==> src/rmf_pkg.sv <==
// Shared types, constants and register codes for the ratio median filter.
// No dependencies; every other file of the block imports this package.
package rmf_pkg;

   // Field widths.
   localparam int CapW    = 32;
   localparam int GainW   = 24;
   localparam int SampleW = 32;
   localparam int ProdW   = CapW + GainW;
   localparam int DivW    = 64;

   // Quotient bits retired per divider cycle.
   localparam int DivBits = 2;

   // Default window length (number of samples per median).
   localparam int WindowDefault = 11;

   // Register reset values.
   localparam logic [GainW-1:0] GainReset   = 24'd100000;
   localparam logic [GainW-1:0] OffsetReset = 24'd99625;

   // Register indexes on the configuration port.
   localparam int CsrIdxW = 1;
   localparam logic [CsrIdxW-1:0] CsrGain   = 1'd0;
   localparam logic [CsrIdxW-1:0] CsrOffset = 1'd1;

   // Saturation limits of a sample.
   localparam logic signed [SampleW-1:0] SampleMax = 32'sh7FFF_FFFF;
   localparam logic signed [SampleW-1:0] SampleMin = 32'sh8000_0000;

   typedef logic signed [SampleW-1:0] sample_type;

   // Controls broadcast to one sorting cell.
   typedef struct packed {
      logic load;        // a new sample is being inserted this cycle
      logic held;        // this cell holds a sample of the current window
      logic left_stays;  // left neighbor keeps its value (or this is the first cell)
   } cell_ctrl_type;

   // Sequencer states.
   typedef enum logic [2:0] {
      ST_IDLE,
      ST_MUL,
      ST_START,
      ST_DIV,
      ST_SAT,
      ST_EMIT
   } state_type;

endpackage

==> src/ratio_median_filter_top.sv <==
// Top level of the ratio median filter: sample forming, divider, sorting chain.
// Depends on rmf_pkg, rmf_divider and rmf_sort_cell.
//
//  Channel | Direction | Transfer on            | Contents
//  req_    | in        | req_tvalid & tready    | tdata: cap_a, cap_b
//  rsp_    | out       | rsp_tvalid & tready    | tdata: median_value; tuser: clipped
//  csr_    | in        | csr_we                 | csr_addr: index, csr_wdata: value
//
// Each item passes through accept, multiply, divider load, the radix-4 divider
// iterations, the divider's done flag, saturate and insert. An item with a zero
// divisor skips the divider. The item that completes a window also loads the
// output register. Reset clears the sequencer, the fill count, the clip flag and
// the output valid flag, and loads the configuration registers' reset values.
// A result waiting in the output register only stalls the window-closing item.
module ratio_median_filter_top
   import rmf_pkg::*;
#(
   parameter int WINDOW = WindowDefault
)(
   input  logic               clock,
   input  logic               reset,
   // Request stream.
   input  logic               req_tvalid,
   output logic               req_tready,
   input  logic [2*CapW-1:0]  req_tdata,   // [31:0] cap_a, [63:32] cap_b
   // Response stream.
   output logic               rsp_tvalid,
   input  logic               rsp_tready,
   output logic [SampleW-1:0] rsp_tdata,   // [31:0] median_value
   output logic               rsp_tuser,   // [0] clipped
   // Configuration writes.
   input  logic               csr_we,
   input  logic [CsrIdxW-1:0] csr_addr,
   input  logic [GainW-1:0]   csr_wdata
);

   localparam int CntW   = $clog2(WINDOW + 1);
   localparam int MedIdx = (WINDOW - 1) / 2;

   state_type state_ff, state_in;

   logic [GainW-1:0]   gain_ff, offset_ff;
   logic [CapW-1:0]    cap_a_ff, cap_b_ff;
   logic [ProdW-1:0]   prod_ff;
   logic [CntW-1:0]    count_ff, count_in;
   logic               clip_seen_ff, clip_seen_in;
   logic               rsp_valid_ff, rsp_valid_in;
   sample_type         rsp_data_ff, rsp_data_in;
   logic               rsp_clip_ff, rsp_clip_in;

   logic               accept;
   logic               div_start;
   logic               insert_en;
   logic               emit_fire;
   logic               div_done;
   logic [DivW-1:0]    quotient;

   sample_type         sample;
   logic               sample_clip;
   sample_type         cell_value [WINDOW];
   logic               cell_stays [WINDOW];

   // Configuration registers.
   always_ff @(posedge clock) begin
      if (reset) begin
         gain_ff   <= GainReset;
         offset_ff <= OffsetReset;
      end else if (csr_we) begin
         case (csr_addr)
            CsrGain:   gain_ff   <= csr_wdata;
            CsrOffset: offset_ff <= csr_wdata;
            default: ;
         endcase
      end
   end

   // Next state.
   always_comb begin
      state_in = state_ff;
      case (state_ff)
         ST_IDLE:  if (req_tvalid) state_in = ST_MUL;
         ST_MUL:   state_in = ST_START;
         ST_START: state_in = (cap_b_ff == '0) ? ST_SAT : ST_DIV;
         ST_DIV:   if (div_done) state_in = ST_SAT;
         ST_SAT:   state_in = (count_ff == CntW'(WINDOW - 1)) ? ST_EMIT : ST_IDLE;
         ST_EMIT:  if (!rsp_valid_ff || rsp_tready) state_in = ST_IDLE;
         default:  state_in = ST_IDLE;
      endcase
   end

   // State outputs.
   always_comb begin
      req_tready = 1'b0;
      div_start  = 1'b0;
      insert_en  = 1'b0;
      emit_fire  = 1'b0;
      case (state_ff)
         ST_IDLE:  req_tready = 1'b1;
         ST_START: div_start  = (cap_b_ff != '0);
         ST_SAT:   insert_en  = 1'b1;
         ST_EMIT:  emit_fire  = !rsp_valid_ff || rsp_tready;
         default: ;
      endcase
   end

   assign accept = req_tvalid && req_tready;

   always_ff @(posedge clock) begin
      if (reset) begin
         state_ff <= ST_IDLE;
      end else begin
         state_ff <= state_in;
      end
   end

   // Capture the readings and form the scaled numerator.
   always_ff @(posedge clock) begin
      if (accept) begin
         cap_a_ff <= req_tdata[CapW-1:0];
         cap_b_ff <= req_tdata[2*CapW-1:CapW];
      end
      if (state_ff == ST_MUL) begin
         prod_ff <= cap_a_ff * gain_ff;
      end
   end

   rmf_divider u_divider (
      .clock    (clock),
      .reset    (reset),
      .start    (div_start),
      .dividend ({prod_ff, 8'b0}),
      .divisor  (cap_b_ff),
      .done     (div_done),
      .quotient (quotient)
   );

   // Subtract the offset and saturate; a zero divisor gives the positive limit.
   always_comb begin
      logic [CapW:0]           off_q;
      logic [CapW:0]           limit;
      logic signed [CapW+1:0]  diff;
      off_q       = {1'b0, offset_ff, 8'b0};
      limit       = {1'b0, 32'h7FFF_FFFF} + off_q;
      diff        = $signed({1'b0, quotient[CapW:0]}) - $signed({1'b0, off_q});
      sample      = SampleMax;
      sample_clip = 1'b1;
      if (cap_b_ff == '0) begin
         sample      = SampleMax;
         sample_clip = 1'b1;
      end else if ((quotient[DivW-1:CapW+1] != '0) || (quotient[CapW:0] > limit)) begin
         sample      = SampleMax;
         sample_clip = 1'b1;
      end else if (diff < $signed({{2{1'b1}}, SampleMin})) begin
         sample      = SampleMin;
         sample_clip = 1'b1;
      end else begin
         sample      = diff[SampleW-1:0];
         sample_clip = 1'b0;
      end
   end

   // Sorting chain: each cell compares against the new sample and shifts right.
   for (genvar k = 0; k < WINDOW; k++) begin : g_cell
      cell_ctrl_type ctrl;
      sample_type    left_value;

      assign ctrl.load       = insert_en;
      assign ctrl.held       = (CntW'(k) < count_ff);
      if (k == 0) begin : g_first
         assign ctrl.left_stays = 1'b1;
         assign left_value      = sample;
      end else begin : g_rest
         assign ctrl.left_stays = cell_stays[k-1];
         assign left_value      = cell_value[k-1];
      end

      rmf_sort_cell u_cell (
         .clock      (clock),
         .ctrl       (ctrl),
         .new_sample (sample),
         .left_value (left_value),
         .stays      (cell_stays[k]),
         .value      (cell_value[k])
      );
   end

   // Fill count, clip flag and output register.
   always_comb begin
      count_in     = count_ff;
      clip_seen_in = clip_seen_ff;
      rsp_valid_in = rsp_valid_ff;
      rsp_data_in  = rsp_data_ff;
      rsp_clip_in  = rsp_clip_ff;
      if (rsp_valid_ff && rsp_tready) begin
         rsp_valid_in = 1'b0;
      end
      if (insert_en) begin
         count_in     = count_ff + 1'b1;
         clip_seen_in = clip_seen_ff | sample_clip;
      end
      if (emit_fire) begin
         rsp_valid_in = 1'b1;
         rsp_data_in  = cell_value[MedIdx];
         rsp_clip_in  = clip_seen_ff;
         count_in     = '0;
         clip_seen_in = 1'b0;
      end
   end

   always_ff @(posedge clock) begin
      if (reset) begin
         count_ff     <= '0;
         clip_seen_ff <= 1'b0;
         rsp_valid_ff <= 1'b0;
      end else begin
         count_ff     <= count_in;
         clip_seen_ff <= clip_seen_in;
         rsp_valid_ff <= rsp_valid_in;
      end
      rsp_data_ff <= rsp_data_in;
      rsp_clip_ff <= rsp_clip_in;
   end

   assign rsp_tvalid = rsp_valid_ff;
   assign rsp_tdata  = rsp_data_ff;
   assign rsp_tuser  = rsp_clip_ff;

endmodule

==> src/rmf_divider.sv <==
// Iterative unsigned 64 / 32 restoring divider, DivBits quotient bits a cycle.
// Depends on rmf_pkg.
module rmf_divider
   import rmf_pkg::*;
(
   input  logic            clock,
   input  logic            reset,
   input  logic            start,
   input  logic [DivW-1:0] dividend,
   input  logic [CapW-1:0] divisor,
   output logic            done,
   output logic [DivW-1:0] quotient
);

   localparam int Steps = DivW / DivBits;
   localparam int CntW  = $clog2(Steps);

   logic            busy_ff, busy_in;
   logic            done_ff, done_in;
   logic [CntW-1:0] cnt_ff, cnt_in;
   logic [DivW-1:0] quo_ff, quo_in;
   logic [CapW-1:0] rem_ff, rem_in;
   logic [CapW-1:0] den_ff, den_in;
   logic [DivW-1:0] quo_step;
   logic [CapW-1:0] rem_step;

   // DivBits restoring steps: shift in one dividend bit, try to subtract.
   always_comb begin
      logic [CapW:0] trial;
      quo_step = quo_ff;
      rem_step = rem_ff;
      for (int i = 0; i < DivBits; i++) begin
         trial    = {rem_step, quo_step[DivW-1]};
         quo_step = {quo_step[DivW-2:0], 1'b0};
         if (trial >= {1'b0, den_ff}) begin
            rem_step    = CapW'(trial - {1'b0, den_ff});
            quo_step[0] = 1'b1;
         end else begin
            rem_step = trial[CapW-1:0];
         end
      end
   end

   // Load on start, then iterate until the count runs out.
   always_comb begin
      busy_in = busy_ff;
      done_in = 1'b0;
      cnt_in  = cnt_ff;
      quo_in  = quo_ff;
      rem_in  = rem_ff;
      den_in  = den_ff;
      if (start) begin
         busy_in = 1'b1;
         cnt_in  = CntW'(Steps - 1);
         quo_in  = dividend;
         rem_in  = '0;
         den_in  = divisor;
      end else if (busy_ff) begin
         quo_in = quo_step;
         rem_in = rem_step;
         cnt_in = cnt_ff - 1'b1;
         if (cnt_ff == '0) begin
            busy_in = 1'b0;
            done_in = 1'b1;
         end
      end
   end

   always_ff @(posedge clock) begin
      if (reset) begin
         busy_ff <= 1'b0;
         done_ff <= 1'b0;
      end else begin
         busy_ff <= busy_in;
         done_ff <= done_in;
      end
      cnt_ff <= cnt_in;
      quo_ff <= quo_in;
      rem_ff <= rem_in;
      den_ff <= den_in;
   end

   assign done     = done_ff;
   assign quotient = quo_ff;

endmodule

==> src/rmf_sort_cell.sv <==
// One cell of the insertion sorting chain; the chain keeps samples in
// descending order, cells below an inserted sample passing theirs right.
// Depends on rmf_pkg.
module rmf_sort_cell
   import rmf_pkg::*;
(
   input  logic          clock,
   input  cell_ctrl_type ctrl,
   input  sample_type    new_sample,
   input  sample_type    left_value,
   output logic          stays,
   output sample_type    value
);

   sample_type value_ff, value_in;

   // A held value not below the new sample keeps its place.
   assign stays = ctrl.held && (value_ff >= new_sample);

   // Otherwise take the new sample at the insertion point, or shift right.
   always_comb begin
      value_in = value_ff;
      if (ctrl.load && !stays) begin
         value_in = ctrl.left_stays ? new_sample : left_value;
      end
   end

   always_ff @(posedge clock) begin
      value_ff <= value_in;
   end

   assign value = value_ff;

endmodule

==> config.mk <==
export PLATFORM = sky130hd
export DESIGN_NAME = ratio_median_filter_top
export DESIGN_NICKNAME = d
export VERILOG_FILES = /design/src/rmf_pkg.sv /design/src/ratio_median_filter_top.sv /design/src/rmf_divider.sv /design/src/rmf_sort_cell.sv
export SDC_FILE = /design/constraint.sdc
export NUM_CORES = 2
export LEC_CHECK = 0
export ABC_CLOCK_PERIOD_IN_PS = 10480
export BUFFER_PORTS_ARGS = -buffer_cell sky130_fd_sc_hd__buf_2
export CORE_UTILIZATION = 65
export DETAILED_ROUTE_END_ITERATION = 8
export PLACE_DENSITY = 0.82
export SLEW_MARGIN = 20
export SYNTH_ARGS = -nofsm -noshare
export SYNTH_HDL_FRONTEND = slang
export SYNTH_SLANG_ARGS = --single-unit
==> constraint.sdc <==
create_clock -name clock -period 10.48 [get_ports clock]
set_clock_uncertainty 0.05 [all_clocks]
set_input_delay 0.524 -clock clock [delete_from_list [all_inputs] [get_ports clock]]
set_output_delay 0.524 -clock clock [all_outputs]
set_load 0.01 [all_outputs]
### Word level (Yosys, flattened, before mapping)

Cells that the tools add are included.

* input bits: 94
* bits in registers: 537
* output and inout bits: 35
* word-level logic and storage cells: 127

* bitwise logic cells: 3
* $mul: 1
* equal/unequal tests: 9
* muxes and demuxes: 33
* $add $sub $neg: 6
* magnitude comparators: 16
* reduce and logical (&&, ||, !) cells: 35

Operators with widths (count)
* $mux W32: 10
* $ge A32 B32 Y1: 6
* $mux W64: 2
* $ge A33 B32 Y1: 2
* $sub A32 B32 Y32: 2
* $mul A32 B24 Y56: 1
* $lt A34 B32 Y1 const B: 1
* $sub A33 B32 Y34: 1
* $add A31 B32 Y33 const A: 1
* $gt A33 B33 Y1: 1
* $logic_not A32 Y1: 1
* $reduce_bool A32 Y1: 1
* $reduce_bool A31 Y1: 1
* $pmux W3 S6: 1
* $mux W1: 15
* $mux W3: 5
* $logic_and A1 B1 Y1: 14
* $lt A1 B4 Y1 const A: 2
* $lt A2 B4 Y1 const A: 2
* $lt A3 B4 Y1 const A: 2
* $logic_not A1 Y1: 7
* $eq A3 B2 Y1 const B: 2
* $eq A3 B3 Y1 const B: 2
* $logic_not A5 Y1: 1
* other kinds (15): 20

### Longest topological paths before layout

* word-level depth: 9
* mapped depth: 33

### By module

Synthesis repeated with hierarchy kept, for this count alone.

* cells, all modules: 5704
* area total of the unflattened synthesis: 56837.0 µm²

By module, submodules not included
* ratio_median_filter_top: area an instance 34171.5 µm², seq. area each 5735.5 µm², times used 1, cells each 3639
* rmf_sort_cell: area an instance 2185.8 µm², seq. area each 960.9 µm², times used 6, cells each 186
* rmf_divider: area an instance 9550.4 µm², seq. area each 3663.5 µm², times used 1, cells each 949

### Worst setup path before layout

Ideal clock, no wire load.

* kind: register -> register
* start: register offset_ff[2]
* end: register g_cell[4].u_cell.value_ff[0] (enable)
* buffers on the path: 3
* arrival time: 7.415 ns
* clock period less this slack: 7.886 ns
* slack: 2.594 ns
* setup time: 0.421 ns
* stages on the path, launching flop included: 30
* cell sequence: dfxtp_1 > nor3_1 > nand2_1 > nor4b_1 > nand2_1 > or4_1 > nor3_1 > xnor2_1 > ha_1 > nand4_1 > nor4_1 > o21ai_1 > nand4b_1 > a21o_1 > clkbuf_1 > inv_1 > clkbuf_1 > nand2_1 > inv_1 > ha_1 > a211oi_1 > o21bai_1 > a311o_1 > a21o_1 > a21oi_1 > nor3b_1 > a211oi_2 > o21bai_4 > buf_8 > nor2_1

* cells in the longest elaborated chain, start to end: 9
* elaborated cells between the ends (all ways): 12

Ends and longest elaborated chain
* from (decl): line ratio_median_filter_top.sv:42 `logic [GainW-1:0] gain_ff, offset_ff;`
* from (signal assigned): line ratio_median_filter_top.sv:67 `offset_ff <= OffsetReset;`
* from (signal assigned): line ratio_median_filter_top.sv:71 `CsrOffset: offset_ff <= csr_wdata;`
* $sub A33 B32 Y34 or $add A31 B32 Y33 (tied branches): line ratio_median_filter_top.sv:144, ratio_median_filter_top.sv:143
* $lt A34 B32 Y1 or $gt A33 B33 Y1 (tied branches): line ratio_median_filter_top.sv:153, ratio_median_filter_top.sv:150
* $mux W32 or $logic_or A1 B1 Y1 (tied branches): line ratio_median_filter_top.sv:153, ratio_median_filter_top.sv:150
* $mux W32 *: line ratio_median_filter_top.sv:150 `end else if ((quotient[DivW-1:CapW+1] != '0) || (quotient[CapW:0] > limit)) begin`
* $mux W32 *: line ratio_median_filter_top.sv:147 `if (cap_b_ff == '0) begin`
* net g_cell[0].left_value[5]: line ratio_median_filter_top.sv:165 `sample_type left_value;`
* $ge A32 B32 Y1 *: line rmf_sort_cell.sv:18 `assign stays = ctrl.held && (value_ff >= new_sample);`
* $logic_and A1 B1 Y1 *: line rmf_sort_cell.sv:18
* $logic_not A1 Y1 *: line rmf_sort_cell.sv:23 `if (ctrl.load && !stays) begin`
* $logic_and A1 B1 Y1 *: line rmf_sort_cell.sv:23
* to (signal assigned): line rmf_sort_cell.sv:29 `value_ff <= value_in;`
* to (decl): line rmf_sort_cell.sv:15 `sample_type value_ff, value_in;`

The timed path passes the listed nets; every way through them passes the cells marked *.
A chain may end at the register's enable or synchronous reset.

### Worst setup path after layout

* start: register offset_ff[2]
* end: register g_cell[1].u_cell.value_ff[11], data pin

* cells in the longest elaborated chain, start to end: 8
* elaborated cells between the ends (all ways): 11

Ends and longest elaborated chain
* $sub A33 B32 Y34 or $add A31 B32 Y33 (tied branches): line ratio_median_filter_top.sv:144, ratio_median_filter_top.sv:143
* $lt A34 B32 Y1 or $gt A33 B33 Y1 (tied branches): line ratio_median_filter_top.sv:153, ratio_median_filter_top.sv:150
* $mux W32 or $logic_or A1 B1 Y1 (tied branches): line ratio_median_filter_top.sv:153, ratio_median_filter_top.sv:150
* $mux W32 *: line ratio_median_filter_top.sv:150
* $mux W32 *: line ratio_median_filter_top.sv:147
* net g_cell[0].left_value[22]: line ratio_median_filter_top.sv:165
* $ge A32 B32 Y1 *: line rmf_sort_cell.sv:18
* $logic_and A1 B1 Y1 *: line rmf_sort_cell.sv:18
* $mux W32 *: line rmf_sort_cell.sv:24 `value_in = ctrl.left_stays ? new_sample : left_value;`
* to (signal assigned): line rmf_sort_cell.sv:29
* to (decl): line rmf_sort_cell.sv:15

Marked as above.

==> impl_metrics.py <==
metrics = {
    "run_status": {
        "status": "finished clean",
    },
    "setup_path": {
        "r2r_cells": 28,
        "critPathMostFrequentCell": "nor4_1",
        "slowest_delay_ns": 0.62,
        "worst-path-max-fanout": 19,
        "end_kind": "flop",
        "worst-path-buf-inv": 3,
        "critPathSlowestCell": "nor4_1",
        "rr_endpoint": "g_cell[1].u_cell.value[11]",
        "worst_r2r_startpoint": "offset_ff[2]",
        "crit_type": "reg2reg",
        "r2r_slack_ns": 1.62,
        "critPathTopFamily": "simple AND/OR/NAND/NOR gates",
        "crit_required_ns": 10.84,
        "crit_arrival_ns": 9.22,
        "start_kind": "flop",
    },
    "cells_and_area": {
        "area_delta_synth_final_pct": 8.02,
        "regArea_um2": 15100,
        "fill_cells": 5951,
        "nNetsFinal": 6730,
        "multi_input_area_um2": 35200,
        "fin_cells": 6610,
        "diodes": 0,
        "drive_above_1_share": 0.0785,
    },
    "timing": {
        "max_freq_ghz": 0.113,
        "max_slew_margin": 0.168,
        "final-setup-viol-count": 0,
        "fin_crit_sh": 0.846,
        "setup_ws_ns": 1.62,
        "grt_setup_unrepaired": "false",
        "worst_pin_slew_ns": 1.25,
        "whs_ns": 0.0763,
        "tns_ns": 0,
        "hold_viol": 0,
        "finalCriticalPeriod_ns": 8.86,
        "slew_viol_final": 0,
    },
    "cts": {
        "tritoncts": "built",
        "htree_levels": 2,
        "cts_sinks": 537,
        "cts_resized": 0,
        "path_clk_slew_ns": 0.06,
        "cts_inserted_buffers": 60,
        "clkLatencyLatePin_ns": 0.66,
        "cts_root_buffer": "clkbuf_16",
        "cts_max_path_buffers": 3,
    },
    "global_routing": {
        "grt_pass1_vias": 41619,
        "grt_busiest_layer": "met2",
        "grt_max_degree": 97,
        "overflow": 0,
        "grt_first_pass_wirelength_um": 223000,
        "antenna_found_initial": 1,
        "globalRouteTotalUtil": 0.336,
        "use_met3": 0.0636,
        "grt_use_met1": 0.443,
        "grtUsageMet2": 0.555,
    },
    "hold_path": {
        "hold_class": "in2reg",
        "hold_start": "csr_wdata[3]",
        "whs_path_depth": 3,
        "whs_endpoint": "offset_ff[3]",
    },
    "logic_synthesis": {
        "async_flop_share": 0,
        "synth_cells": 5409,
        "synth_top_area_frac": 0.245,
        "ys_seq_area_frac": 0.279,
        "syn-cell-area_um2": 54000,
        "ys_warn_count": 0,
        "synth_cell_types": 81,
        "synth_edf_count": 433,
        "synth_area_per_cell_um2": 9.98,
        "synth.top_cells.by_area": "fa_1 (25%), edfxtp_1 (24%), ha_1 (11%), nand2_1 (6.2%), inv_1 (5.3%)",
        "ys_seq_elements": 537,
        "synth_ff_type": "edfxtp_1",
        "synth_fp_nets": 6650,
        "synth_top_area_cell": "fa_1",
    },
    "die": {
        "die_area_um2": 84200,
        "core_um2": 82100,
        "initial_core_util": 0.657,
        "io_pins": 129,
        "die_h_um": 290,
        "fp.dieW_um": 290,
        "num_rows": 105,
    },
    "detailed_routing": {
        "first_pass_iters": 8,
        "wire_per_inst_um": 21.2,
        "drt_iter0_markers": 3242,
        "ant_nets": 0,
        "avgViaCountPerCell": 6.08,
        "drt-total-wl_um": 140000,
        "drc": 0,
        "vias": 40192,
    },
    "placed_design": {
        "place_hpwl_um": 104000,
        "portBuffers": 128,
        "pre_cts_ws_ns": 1.82,
        "place_congestion": 0.968,
        "place_inst": 6429,
    },
    "job": {
        "drv_cap": 0,
    },
}
## tightest hold or removal path, cell delays in order
cell      delay (ns)
buf_2           0.11
nand2_1         0.05
nand3b_1        0.07
## sequential cells by signal, indices dropped and copies added, names as in the netlist, 24 cells and up
signal	cells
u_divider.den_ff	32
offset_ff	24
rsp_tdata	32
u_divider.quotient	64
gain_ff	24
cap_b_ff	32
g_cell.u_cell.value	192
prod_ff	56
cap_a_ff	32
u_divider.rem_ff	32
## worst max-delay path by stage
stage | to | cells after the start | slack [ns] | start
after floorplan | g_cell[4].u_cell.value[0] | 29 | 2.59 | offset_ff[2]
after global placement | g_cell[1].u_cell.value[11] | 26 | 2.02 | offset_ff[2]
after detailed placement | g_cell[5].u_cell.value[6] | 28 | 1.82 | offset_ff[2]
after CTS | g_cell[5].u_cell.value[7] | 28 | 1.76 | offset_ff[2]
after global routing | g_cell[5].u_cell.value[7] | 28 | 1.02 | offset_ff[2]
final | g_cell[1].u_cell.value[11] | 28 | 1.62 | offset_ff[2]
## metal layers
metal / vias to the layer above / wire length, µm / part of all wire
met5: - / 0 / 0
li1: 18005 / - / -
met4: 0 / 5350 / 0.038
met2: 1918 / 66100 / 0.47
met3: 407 / 12200 / 0.087
met1: 19862 / 56200 / 0.40
## layout make-up
type | instances | share of cell area
multi-input cells | 3876 | 0.603
flip-flops and latches | 537 | 0.259
inverters | 763 | 0.0491
repair buffers | 251 | 0.0305
clock buffers | 82 | 0.0279
well taps | 1070 | 0.0230
clock inverters | 31 | 0.00753
## cells in the final DEF (no fill, tap or decap), drive strengths merged, types with 21 or more instances in the layout
| master | synthesis | final |
|---|---|---|
| nand4 | 60 | 60 |
| nand2b | 25 | 25 |
| mux2i | 34 | 34 |
| nor2b | 27 | 27 |
| o21bai | 21 | 21 |
| inv | 763 | 768 |
| nor4 | 36 | 36 |
| nor3 | 40 | 40 |
| mux2 | 171 | 171 |
| clkbuf | 203 | 82 |
| a21oi | 243 | 243 |
| nand2 | 897 | 897 |
| xor2 | 49 | 49 |
| fa | 661 | 661 |
| dfxtp | 104 | 104 |
| edfxtp | 433 | 433 |
| ha | 486 | 486 |
| a211oi | 32 | 32 |
| buf | 30 | 187 |
| xnor2 | 108 | 108 |
| nand3 | 110 | 110 |
| and2 | 272 | 272 |
| a21o | 93 | 93 |
| dlygate4sd3 | 0 | 64 |
| o21ai | 143 | 143 |
| nor2 | 138 | 138 |
## timing repair
item                                   4_1_cts  5_1_grt
setup buffers                                0        0
hold buffers                                64        0
endpoints found under the hold margin       64        0
## Yosys cell counts (31+ instances only)
library cell / count
nand3_1: 110
inv_1: 763
a21oi_1: 242
xnor2_1: 108
nand2_1: 897
nor4_1: 36
mux2i_1: 34
nand4_1: 60
clkbuf_1: 203
nor2_1: 138
mux2_2: 112
dfxtp_1: 104
fa_1: 661
ha_1: 486
and2_1: 272
a21o_1: 93
xor2_1: 49
edfxtp_1: 433
a211oi_1: 31
nor3_1: 40
mux2_1: 59
o21ai_0: 117
## kinds of logic (layout without fill, tap and decap cells)
kind of cell	Yosys count	after routing	share of synthesized area
AND/OR/NAND/NOR	1688	1688	0.146
adder cells (fa/ha/maj)	1148	1148	0.358
buffers and inverters	996	1127	0.0704
AO/OA/AOI/OAI	678	678	0.0790
flip-flops	537	537	0.279
multiplexers	205	205	0.0420
XOR/XNOR	157	157	0.0255
## per-stage QoR
step           utilization  instance area (µm²)
6_report             0.710                58300
5_1_grt              0.710                58300
4_1_cts              0.709                58200
3_5_place_dp         0.676                55500
3_3_place_gp         0.676                55500
2_1_floorplan            -                54000
Power is left out: the tool's default activity adds up to more than one toggle a clock period on the data nets, which glitch-free logic cannot reach.
